## src/rtl/plat_pkg.sv

```systemverilog
// Shared codes for the pair link accumulate table.
`timescale 1ns / 1ps
package plat_pkg;

	localparam logic OP_ADD    = 1'b0;
	localparam logic OP_REPORT = 1'b1;

	localparam logic KIND_ADD    = 1'b0;
	localparam logic KIND_REPORT = 1'b1;

	localparam logic [1:0] ST_NEW    = 2'd0;
	localparam logic [1:0] ST_MERGED = 2'd1;
	localparam logic [1:0] ST_RANGE  = 2'd2;
	localparam logic [1:0] ST_FULL   = 2'd3;

	localparam logic REG_PAIR_CUTOFF = 1'b0;
	localparam logic REG_READ_CUTOFF = 1'b1;

	localparam int CNT_W  = 32;
	localparam int CONTIG_W = 10;
	localparam int AVG_W  = 21;
	localparam int PROD_W = 38;

	localparam logic signed [AVG_W-1:0] AVG_MAX = 21'sd1048575;
	localparam logic signed [AVG_W-1:0] AVG_MIN = -21'sd1048576;

endpackage

```

## src/rtl/plat_div.sv

```systemverilog
// Restoring divider, one quotient bit per cycle, 32-bit divisor.
`timescale 1ns / 1ps
module plat_div
	import plat_pkg::*;
#(
	parameter int NUM_W = 48
) (
	input  logic             clk,
	input  logic             arst_n,
	input  logic             start,
	input  logic [NUM_W-1:0] num,
	input  logic [CNT_W-1:0] den,
	output logic             done,
	output logic [NUM_W-1:0] quo
);

	localparam int CW = (NUM_W > 1) ? $clog2(NUM_W) : 1;

	logic             busy_q;
	logic             done_q;
	logic [CW-1:0]    cnt_q;
	logic [NUM_W-1:0] num_q;
	logic [NUM_W-1:0] quo_q;
	logic [CNT_W-1:0] rem_q;
	logic [CNT_W-1:0] den_q;
	logic [CNT_W:0]   shifted;
	logic [CNT_W:0]   diff;
	logic             ge;

	assign shifted = {rem_q, num_q[NUM_W-1]};
	assign ge      = shifted >= {1'b0, den_q};
	assign diff    = shifted - {1'b0, den_q};

	always_ff @(posedge clk or negedge arst_n) begin
		if (!arst_n) begin
			busy_q <= 1'b0;
			done_q <= 1'b0;
			cnt_q  <= '0;
		end else begin
			done_q <= 1'b0;
			if (start) begin
				busy_q <= 1'b1;
				cnt_q  <= '0;
			end else if (busy_q) begin
				if (cnt_q == CW'(NUM_W - 1)) begin
					busy_q <= 1'b0;
					done_q <= 1'b1;
				end
				cnt_q <= cnt_q + 1'b1;
			end
		end
	end

	always_ff @(posedge clk) begin
		if (start) begin
			num_q <= num;
			den_q <= den;
			rem_q <= '0;
			quo_q <= '0;
		end else if (busy_q) begin
			num_q <= num_q << 1;
			quo_q <= {quo_q[NUM_W-2:0], ge};
			rem_q <= ge ? diff[CNT_W-1:0] : shifted[CNT_W-1:0];
		end
	end

	assign done = done_q;
	assign quo  = quo_q;

endmodule

```

## config.mk

```make
export PLATFORM = sky130hd
export DESIGN_NAME = plat_div
export DESIGN_NICKNAME = d
export VERILOG_FILES = /design/src/rtl/plat_pkg.sv /design/src/rtl/plat_div.sv
export SDC_FILE = /design/constraint.sdc
export NUM_CORES = 1
export LEC_CHECK = 0
export ABC_AREA = 1
export CAP_MARGIN = 20
export CORE_ASPECT_RATIO = 1.2
export CORE_UTILIZATION = 57
export CTS_CLUSTER_DIAMETER = 50
export CTS_CLUSTER_SIZE = 14
export DETAILED_ROUTE_END_ITERATION = 6
export DONT_BUFFER_PORTS = 1
export PLACE_DENSITY = 0.74
export SYNTH_ARGS = -nofsm -noshare
export SYNTH_HDL_FRONTEND = slang
export SYNTH_SLANG_ARGS = --single-unit
```

## constraint.sdc

```tcl
create_clock -name clk -period 5.7 [get_ports clk]
set_input_delay 0.57 -clock clk [delete_from_list [all_inputs] [get_ports clk]]
set_output_delay 0.57 -clock clk [all_outputs]
set_load 0.01 [all_outputs]
```

==> results of run 1 <==
cell usage after synthesis, types with 9 or more instances:
cell	n	area share (%)
clkbuf_1	19	0.80
edfxtp_1	80	27
nand3_1	63	3.5
dfxtp_1	80	18
o21ai_1	16	0.89
nand2_2	11	0.77
nand2_1	430	18
a21oi_1	29	1.6
o22ai_1	45	3.1
inv_2	9	0.38
nand4_1	21	1.5
nor2_1	68	2.9
o21ai_0	11	0.61
ha_1	33	4.6
inv_1	205	8.6
critical path: cells and delay by family, from the launching register on:
family / cells / cell delay, ns
buffers and inverters: 2 / 1.28
flip-flops: 1 / 0.69
AND/OR/NAND/NOR: 1 / 0.30
power groups by stage:
stage,sequential (mW),combinational (mW),clock [mW]
finish,1.53,1.65,1.12
global route,1.55,1.89,1.19
CTS,1.53,1.65,1.15
detailed placement,1.56,1.64,0
global placement,1.55,1.62,0
floorplan,1.53,1.34,0
worst min path at each step:
stage / to / slack, ns
finish: den_q[8]$_DFFE_PP_ / 0.23
global placement: done$_DFF_PN0_ / 0.27
CTS: rem_q[20]$_SDFFE_PP0P_ / 0.20
floorplan: busy_q$_DFF_PN0_ / 0.27
detailed placement: done$_DFF_PN0_ / 0.27
global route: den_q[8]$_DFFE_PP_ / 0.21
layer usage:
| metal | global-route usage [%] | vias up | share of wire [%] |
|---|---|---|---|
| met5 | 0 | - | 0 |
| met2 | 46.15 | 183 | 50 |
| met1 | 30.85 | 3239 | 41 |
| met3 | 6.490 | 45 | 5.3 |
| met4 | 12.01 | 0 | 3.4 |
| li1 | - | 3748 | - |
what timing repair did:
item / 4_1_cts / 5_1_grt
hold endpoints to repair: 8 / 0
setup buffers: 0 / 0
hold buffers: 1 / 0
gates resized for setup: 0 / 0
sequential cells by signal, summed over array words and instances (netlist names):
name	flops
busy_q	1
cnt_q	6
num_q	48
quo	48
den_q	32
rem_q	32
done	1
through the flow:
step / area [sq um] / hold WS (ns)
3_3_place_gp: 9060 / 0.2749
2_1_floorplan: 8954 / 0.2744
6_report: 9647 / 0.2306
5_1_grt: 9647 / 0.2085
3_5_place_dp: 9060 / 0.2749
4_1_cts: 9647 / 0.1996
final cells by class:
cell class | instances | area [sq um]
fillers | 1411 | 5497
flip-flops and latches | 168 | 4204
multi-input cells | 776 | 3766
inverters | 214 | 804.5
clock buffers | 18 | 429.2
well taps | 204 | 255.2
clock inverters | 14 | 147.6
repair buffers | 5 | 40.04
cells by family after synthesis:
family	share of synthesized area (%)
buffers and inverters	10.98
xor gates and xnor gates	0.8804
AOI/OAI and AO/OA	7.378
DFF	46.95
and+or+nand+nor	28.97
adders and majority gates	4.835
==> flow_summary.toml, run 1 <==
[yosys]
ys_types = 41
synth.avg_cell_area_sq_um = 7.499
ys_seq_area_share_pct = 46.95
synth_edf_count = 80
yosysWarnings = 0
synth_area_sq_um = 8954
ys_ff_latch = 168
netlist_instances = 1194
synthFlopType = "edfxtp_1"
syn-num-nets = 1311
ys_async_sr_fraction_pct = 4.762

[global_routing]
grt_pass1_wl_mm = 33.38
overflow = 0
grt_start_max_net_pins = 93
grt_pass1_vias = 7082
grt_antenna_before_repair = 0
grt_usage_pct = 26.74

[power]
p_int_mw = 2.570
clkPwrFrac_pct = 26.1
p_seq_share_pct = 35.6
p_per_area_nw_per_um2 = 446.4
irDropWorstVdd_uv = 304.6
p_total_mw = 4.306
p_leak_nw = 4.794
p_comb_share_pct = 38.3
switching_power_mw = 1.736
p_sw_share_pct = 40.31

[status]
status = "complete, no violations"

[cts]
path_clk_slew_ns = 0.07
clkLatencyLatePin_ns = 0.43
cts_buffer_depth = 2
cts_buffers = 17
htreeDepth = 4
clock-sinks = 168
cts_tree = "yes"
root_buffer = "clkbuf_16"

[hold_path]
worstHoldPathType = "in2reg"
hold_start = "den[8]"
hold_path_depth = 0

[placement]
dp_hpwl_mm = 15.20
dp.cells = 1366
port_buffers = 0
gp_congestion = 0.9877
place_ws_ns = 3.124

[setup_path]
crit_start = "busy_q$_DFF_PN0_"
max_stage_delay_ns = 0.72
worstPathRequired_ns = 5.84
reg2reg_from = "busy_q$_DFF_PN0_"
crit_chain = "nor2_1 -> clkinv_2 -> buf_4"
path_class = "reg2reg"
regToRegEndpoint = "num_q[8]$_DFFE_PP_"
path_max_fanout = 66
timing.reg2reg.setup_slack_ns = 3.11
slowest_stage = "clkinv_2"
worstSetupEndpoint = "num_q[8]$_DFFE_PP_"
r2r.worst_path.cells = 3
cp.arrival_ns = 2.73
end_kind = "flop"
cp-start-kind = "flop"

[timing]
setup_viol = 0
fin_ws_ns = 3.114
final.setup.tns_ns = 0
skew_ns = 0.009941
worst_slew_pin_slew_ns = 0.9186
rsz0062_at_grt = "no"
finalHoldViolations = 0
final.period_utilization_pct = 45.37
drv_slew = 0
max_freq_mhz = 386.7
period_minus_slack_ns = 2.586
max_slew_margin_pct = 38.67

[final_layout]
final_cell_mix = "430 x nand2_1, 205 x inv_1, 80 x edfxtp_1, 80 x dfxtp_1, 68 x nor2_1"
instances_no_fill = 1399
n_antenna_cell = 0
syn2layout_area_growth_pct = 7.742
layout_commonest_cell = "nand2_1"
final_layout_size_suffix_gt1_share_pct = 6.109
num-nets-final = 1299
fin_util_pct = 63.70

[route]
wire_per_inst_um = 14.61
drt_pass1_iterations = 5
vias = 7215
drtAntennaViolNets = 0
viasPerCell = 5.157
drt_drc_violations_left = 0
totalWireLength_mm = 20.44
drt_iter0_markers = 395

[floorplan]
core_area_sq_um = 15140
start_util_pct = 59.13
num_rows = 49
die_area_sq_um = 16220
die_w_um = 116.4
boundaryPins = 132
chipHeight_um = 139.3

[job]
cap_violations = 0
No activity file was read; power rests on OpenSTA's default activity.
==> inputs of run 2 (changes only) <==
--- a/config.mk
+++ b/config.mk
@@ -13,7 +13,7 @@
 export CTS_CLUSTER_SIZE = 14
 export DETAILED_ROUTE_END_ITERATION = 6
 export DONT_BUFFER_PORTS = 1
-export PLACE_DENSITY = 0.74
+export PLACE_DENSITY = 0.77
 export SYNTH_ARGS = -nofsm -noshare
 export SYNTH_HDL_FRONTEND = slang
 export SYNTH_SLANG_ARGS = --single-unit
==> constraint.sdc (replaced) <==
create_clock -name clk -period 2.2 [get_ports clk]
set_input_delay 0.22 -clock clk [delete_from_list [all_inputs] [get_ports clk]]
set_output_delay 0.22 -clock clk [all_outputs]
set_load 0.01 [all_outputs]
==> flow_summary.toml, run 2 (synthesized netlist as in run 1, its figures left out) <==
[final_layout]
final_cell_mix = "403 x nand2_1, 192 x inv_1, 81 x dlygate4sd3_1, 80 x edfxtp_1, 79 x dfxtp_1"
layout_commonest_cell = "nand2_1"
fin_util_pct = 75.30
n_antenna_cell = 0
seq_area_sq_um = 4205
syn2layout_area_growth_pct = 27.36
finish.instance_area_sq_um = 11400
multi_input_area_sq_um = 4258
fill_cells = 1048
num-nets-final = 1429
final_layout_size_suffix_gt1_share_pct = 16.38

[cts]
cts_buffers = 17
path_clk_slew_ns = 0.07
clock-sinks = 168
htreeDepth = 4
cts_tree = "yes"
root_buffer = "clkbuf_16"
cts_buffer_depth = 2
clkLatencyLatePin_ns = 0.44

[timing]
setup_viol = 0
max_freq_mhz = 468.6
final.period_utilization_pct = 97.00
worst_slew_pin_slew_ns = 0.5772
fin_ws_ns = 0.06610
period_minus_slack_ns = 2.134
max_slew_margin_pct = 61.39
drv_slew = 0
skew_ns = 0.01084
finalHoldViolations = 0

[setup_path]
max_stage_delay_ns = 0.39
path_max_fanout = 4
worstPathRequired_ns = 2.53
cp_top_family = "simple AND/OR/NAND/NOR gates"
r2r.worst_path.cells = 13
path_class = "reg2reg"
slowest_stage = "edfxtp_1"
end_kind = "flop"
cp.arrival_ns = 2.46
path_buf_inv = 1
cp_common_cell = "nand2_1"
crit_chain = "inv_1 -> ha_1 -> nand3_1 -> nand3_2 -> nand2_1 -> nand2_1 -> nand2_1 -> nand2_1 -> nand3_2 -> nand3_1 -> nand3_1 -> nand2_1 -> nand2_1"
cp-start-kind = "flop"
worst-path-stages = 13

[global_routing]
grt_pass1_vias = 7912
grt_start_max_net_pins = 81
grt_antenna_before_repair = 0
grt_pass1_wl_mm = 38.67
overflow = 0
grt_usage_pct = 31.40

[route]
dr.max_layer_used = "met4"
vias = 8167
drt_drc_violations_left = 0
viasPerCell = 5.341
totalWireLength_mm = 25.37
wire_per_inst_um = 16.59
wl_met3_mm = 1.706
drt_pass1_iterations = 5
drtAntennaViolNets = 0
met2_length_mm = 13.06
wl_met1_mm = 9.725
drt_iter0_markers = 666

[power]
irDropWorstVdd_uv = 644.9
p_leak_nw = 5.440
p_per_area_nw_per_um2 = 1132
p_total_mw = 12.91

[floorplan]
die_area_sq_um = 16220
start_util_pct = 59.13
num_rows = 49
core_area_sq_um = 15140
boundaryPins = 132
die_w_um = 116.4
chipHeight_um = 139.3

[placement]
place_ws_ns = -0.07670
placed_cell_area_sq_um = 9395
port_buffers = 0
dp_hpwl_mm = 15.44
gp_congestion = 0.9882

[status]
status = "complete, no violations"

[hold_path]
hold_path_depth = 2
worstHoldPathType = "in2reg"

[job]
cap_violations = 0
run 2: changes by cell type in the layout (fill, tap and decap cells not counted), sizes merged:
cell and delta:
dlygate4sd3 +80, buf +48, clkinv +3, nand2 +1
inv -4, clkbuf +2
run 2: cell type report:
type                       count  area share, %
clock buffer                  19          3.983
timing repair buffer         134          11.53
inverter                     214          7.077
sequential                   168          36.88
clock inverter                13         0.9546
tap                          204          2.238
multi-input combinational    777          37.34
run 2: repair_timing:
item | 4_1_cts | 5_1_grt
gates cloned | 0 | 2
pin swaps | 0 | 23
setup buffers | 0 | 9
endpoints found under the hold margin | 128 | 0
resized for setup | 2 | 117
endpoints found under the setup margin | 2 | 33
hold buffers | 82 | 0
run 2: worst paths after layout:
path / startpoint / endpoint / slack, ns
max: den_q[1]$_DFFE_PP_ / rem_q[31]$_SDFFE_PP0P_ / 0.07
min: start / num_q[47]$_DFFE_PP_ / 0.09
max reg2reg: den_q[1]$_DFFE_PP_ / rem_q[31]$_SDFFE_PP0P_ / 0.07
min reg2reg: rem_q[8]$_SDFFE_PP0P_ / rem_q[8]$_SDFFE_PP0P_ / 0.49
max in group asynchronous: arst_n / cnt_q[2]$_DFFE_PN0P_ / 1.78
min in group asynchronous: arst_n / cnt_q[5]$_DFFE_PN0P_ / 0.13
run 2: per-stage QoR:
step           hold WS [ns]  setup TNS (ns)  cells
2_1_floorplan      -0.07559               0   1194
4_1_cts             0.06661               0   1518
3_3_place_gp       -0.07513        -0.03377   1404
3_5_place_dp       -0.07522        -0.07670   1404
6_report            0.08670               0   1529
5_1_grt             0.07540         -0.6669   1529
run 2: per-layer routing:
metal | up-vias | track usage (%)
met5 | - | 0
met1 | 3739 | 35.89
li1 | 4016 | -
met3 | 73 | 6.751
met4 | 0 | 12.01
met2 | 339 | 56.15
run 2: power breakdown:
| group | leakage, nW | internal [mW] | switching, mW |
|---|---|---|---|
| logic | 3.56 | 2.54 | 3.39 |
| registers | 1.60 | 3.70 | 0.388 |
| clock network | 0.281 | 1.54 | 1.34 |
==> inputs of run 3 (changes only) <==
--- a/config.mk
+++ b/config.mk
@@ -8,6 +8,7 @@
 export ABC_AREA = 1
 export CAP_MARGIN = 20
 export CORE_ASPECT_RATIO = 1.2
+export CORE_MARGIN = 2
 export CORE_UTILIZATION = 57
 export CTS_CLUSTER_DIAMETER = 50
 export CTS_CLUSTER_SIZE = 14
==> flow_summary.toml, run 3 (synthesized netlist as in run 1, its figures left out) <==
[power]
irDropWorstVdd_uv = 603.6
p_per_area_nw_per_um2 = 1146
p_leak_nw = 5.443

[setup_path]
worstPathRequired_ns = 2.51
cp-start-kind = "flop"
cp.arrival_ns = 2.51
end_kind = "flop"
path_max_fanout = 6
path_class = "reg2reg"
regToRegEndpoint = "rem_q[0]$_SDFFE_PP0P_"
r2r.worst_path.cells = 15
reg2reg_from = "den_q[30]$_DFFE_PP_"
timing.reg2reg.setup_slack_ns = 0.004

[placement]
port_buffers = 0
gp_congestion = 1.015
place_ws_ns = -0.1361
placed_cell_area_sq_um = 9348
dp_hpwl_mm = 15.81

[global_routing]
grt_start_max_net_pins = 69
grt_pass1_wl_mm = 39.25
overflow = 0
grt_antenna_before_repair = 0
grt_pass1_vias = 8012
grt_usage_pct = 29.83

[final_layout]
n_antenna_cell = 0
layout_commonest_cell = "nand2_1"
fin_util_pct = 74.01
syn2layout_area_growth_pct = 28.24
final_cell_mix = "408 x nand2_1, 196 x inv_1, 82 x dlygate4sd3_1, 80 x edfxtp_1, 78 x dfxtp_1"
final_layout_size_suffix_gt1_share_pct = 15.29
num-nets-final = 1425
finish.instance_area_sq_um = 11480

[floorplan]
die_w_um = 118.4
die_area_sq_um = 16730
chipHeight_um = 141.3
start_util_pct = 57.71
boundaryPins = 132
core_area_sq_um = 15510
num_rows = 50

[route]
drt_drc_violations_left = 0
drtAntennaViolNets = 0
drt_pass1_iterations = 5
wire_per_inst_um = 16.84
drt_iter0_markers = 641
vias = 8275
viasPerCell = 5.412
totalWireLength_mm = 25.75

[hold_path]
hold_end = "rem_q[13]$_SDFFE_PP0P_"
hold_start = "start"
worstHoldPathType = "in2reg"
hold_path_depth = 3

[cts]
root_buffer = "clkbuf_16"
clkLatencyLatePin_ns = 0.43
cts_tree = "yes"
cts_buffer_depth = 2
htreeDepth = 4
path_clk_slew_ns = 0.07
clock-sinks = 168
cts_buffers = 17

[timing]
worst_slew_pin_slew_ns = 0.9317
max_slew_margin_pct = 37.68
fin_ws_ns = 0.004037
period_minus_slack_ns = 2.196
max_freq_mhz = 455.4
fin_hold_ws_ns = 0.01397
finalHoldViolations = 0
skew_ns = 0.009056
final.setup.tns_ns = 0
drv_slew = 0
rsz0062_at_grt = "yes"
final.period_utilization_pct = 99.82
setup_viol = 0

[job]
cap_violations = 0

[status]
status = "complete, no violations"
-- run 3: worst max-delay path, stage by stage, from the launching register on --
cell and delay (ns):
edfxtp_1 0.36, inv_1 0.09, ha_4 0.22, nand2_1 0.07, nand2_1 0.09, nand2_1 0.09, nand2_1 0.10, a21oi_2 0.15
nand2_2 0.08, nor2_4 0.25, nand2_8 0.12, buf_12 0.16, inv_4 0.06, nand2_1 0.06, nand3_1 0.08, o21ai_1 0.07
-- run 3: area by class of cell --
cell class,instances,area [sq um]
timing repair buffer,130,1290
fill,1134,4033
multi-input combinational,777,4305
clock buffer,19,475.5
tap,208,260.3
clock inverter,13,137.6
sequential,168,4207
inverter,214,807.0
-- run 3: power by group --
group / internal, mW / switching, mW / leakage, nW
combinational: 2.53 / 3.43 / 3.53
sequential: 3.70 / 0.408 / 1.60
clock: 1.70 / 1.39 / 0.312
-- run 3: routing by layer --
layer | routed length (um) | up-vias | part of all wire [%] | global-route usage, %
met5 | 0 | - | 0 | 0
met4 | 1203 | 0 | 4.7 | 16.23
met3 | 1719 | 87 | 6.7 | 6.391
met2 | 13330 | 329 | 52 | 53.24
met1 | 9487 | 3858 | 37 | 33.27
li1 | - | 4001 | - | -
-- run 3: how the worst max path moves through the flow --
| stage | from | endpoint | slack, ns |
|---|---|---|---|
| finish | den_q[30]$_DFFE_PP_ | rem_q[0]$_SDFFE_PP0P_ | 0.004 |
| global route | den_q[30]$_DFFE_PP_ | rem_q[29]$_SDFFE_PP0P_ | -0.10 |
| CTS | den_q[29]$_DFFE_PP_ | rem_q[26]$_SDFFE_PP0P_ | 0.01 |
| detailed placement | num_q[47]$_DFFE_PP_ | rem_q[28]$_SDFFE_PP0P_ | -0.14 |
| global placement | num_q[47]$_DFFE_PP_ | rem_q[28]$_SDFFE_PP0P_ | -0.09 |
| floorplan | num_q[47]$_DFFE_PP_ | rem_q[28]$_SDFFE_PP0P_ | 0.26 |
-- run 3: per-stage QoR --
stage | instances | total power, mW
6_report | 1529 | 13.16
3_5_place_dp | 1401 | 8.616
3_3_place_gp | 1401 | 8.545
2_1_floorplan | 1194 | 7.423
5_1_grt | 1529 | 13.93
4_1_cts | 1516 | 11.87
-- run 3: what timing repair did --
| action | in CTS | in global routing |
|---|---|---|
| setup endpoints to repair | 5 | 33 |
| cloned | 0 | 3 |
| resized for setup | 3 | 108 |
| hold buffers | 83 | 0 |
| endpoints found under the hold margin | 128 | 0 |
| setup buffers | 0 | 10 |
| pin swaps | 0 | 15 |
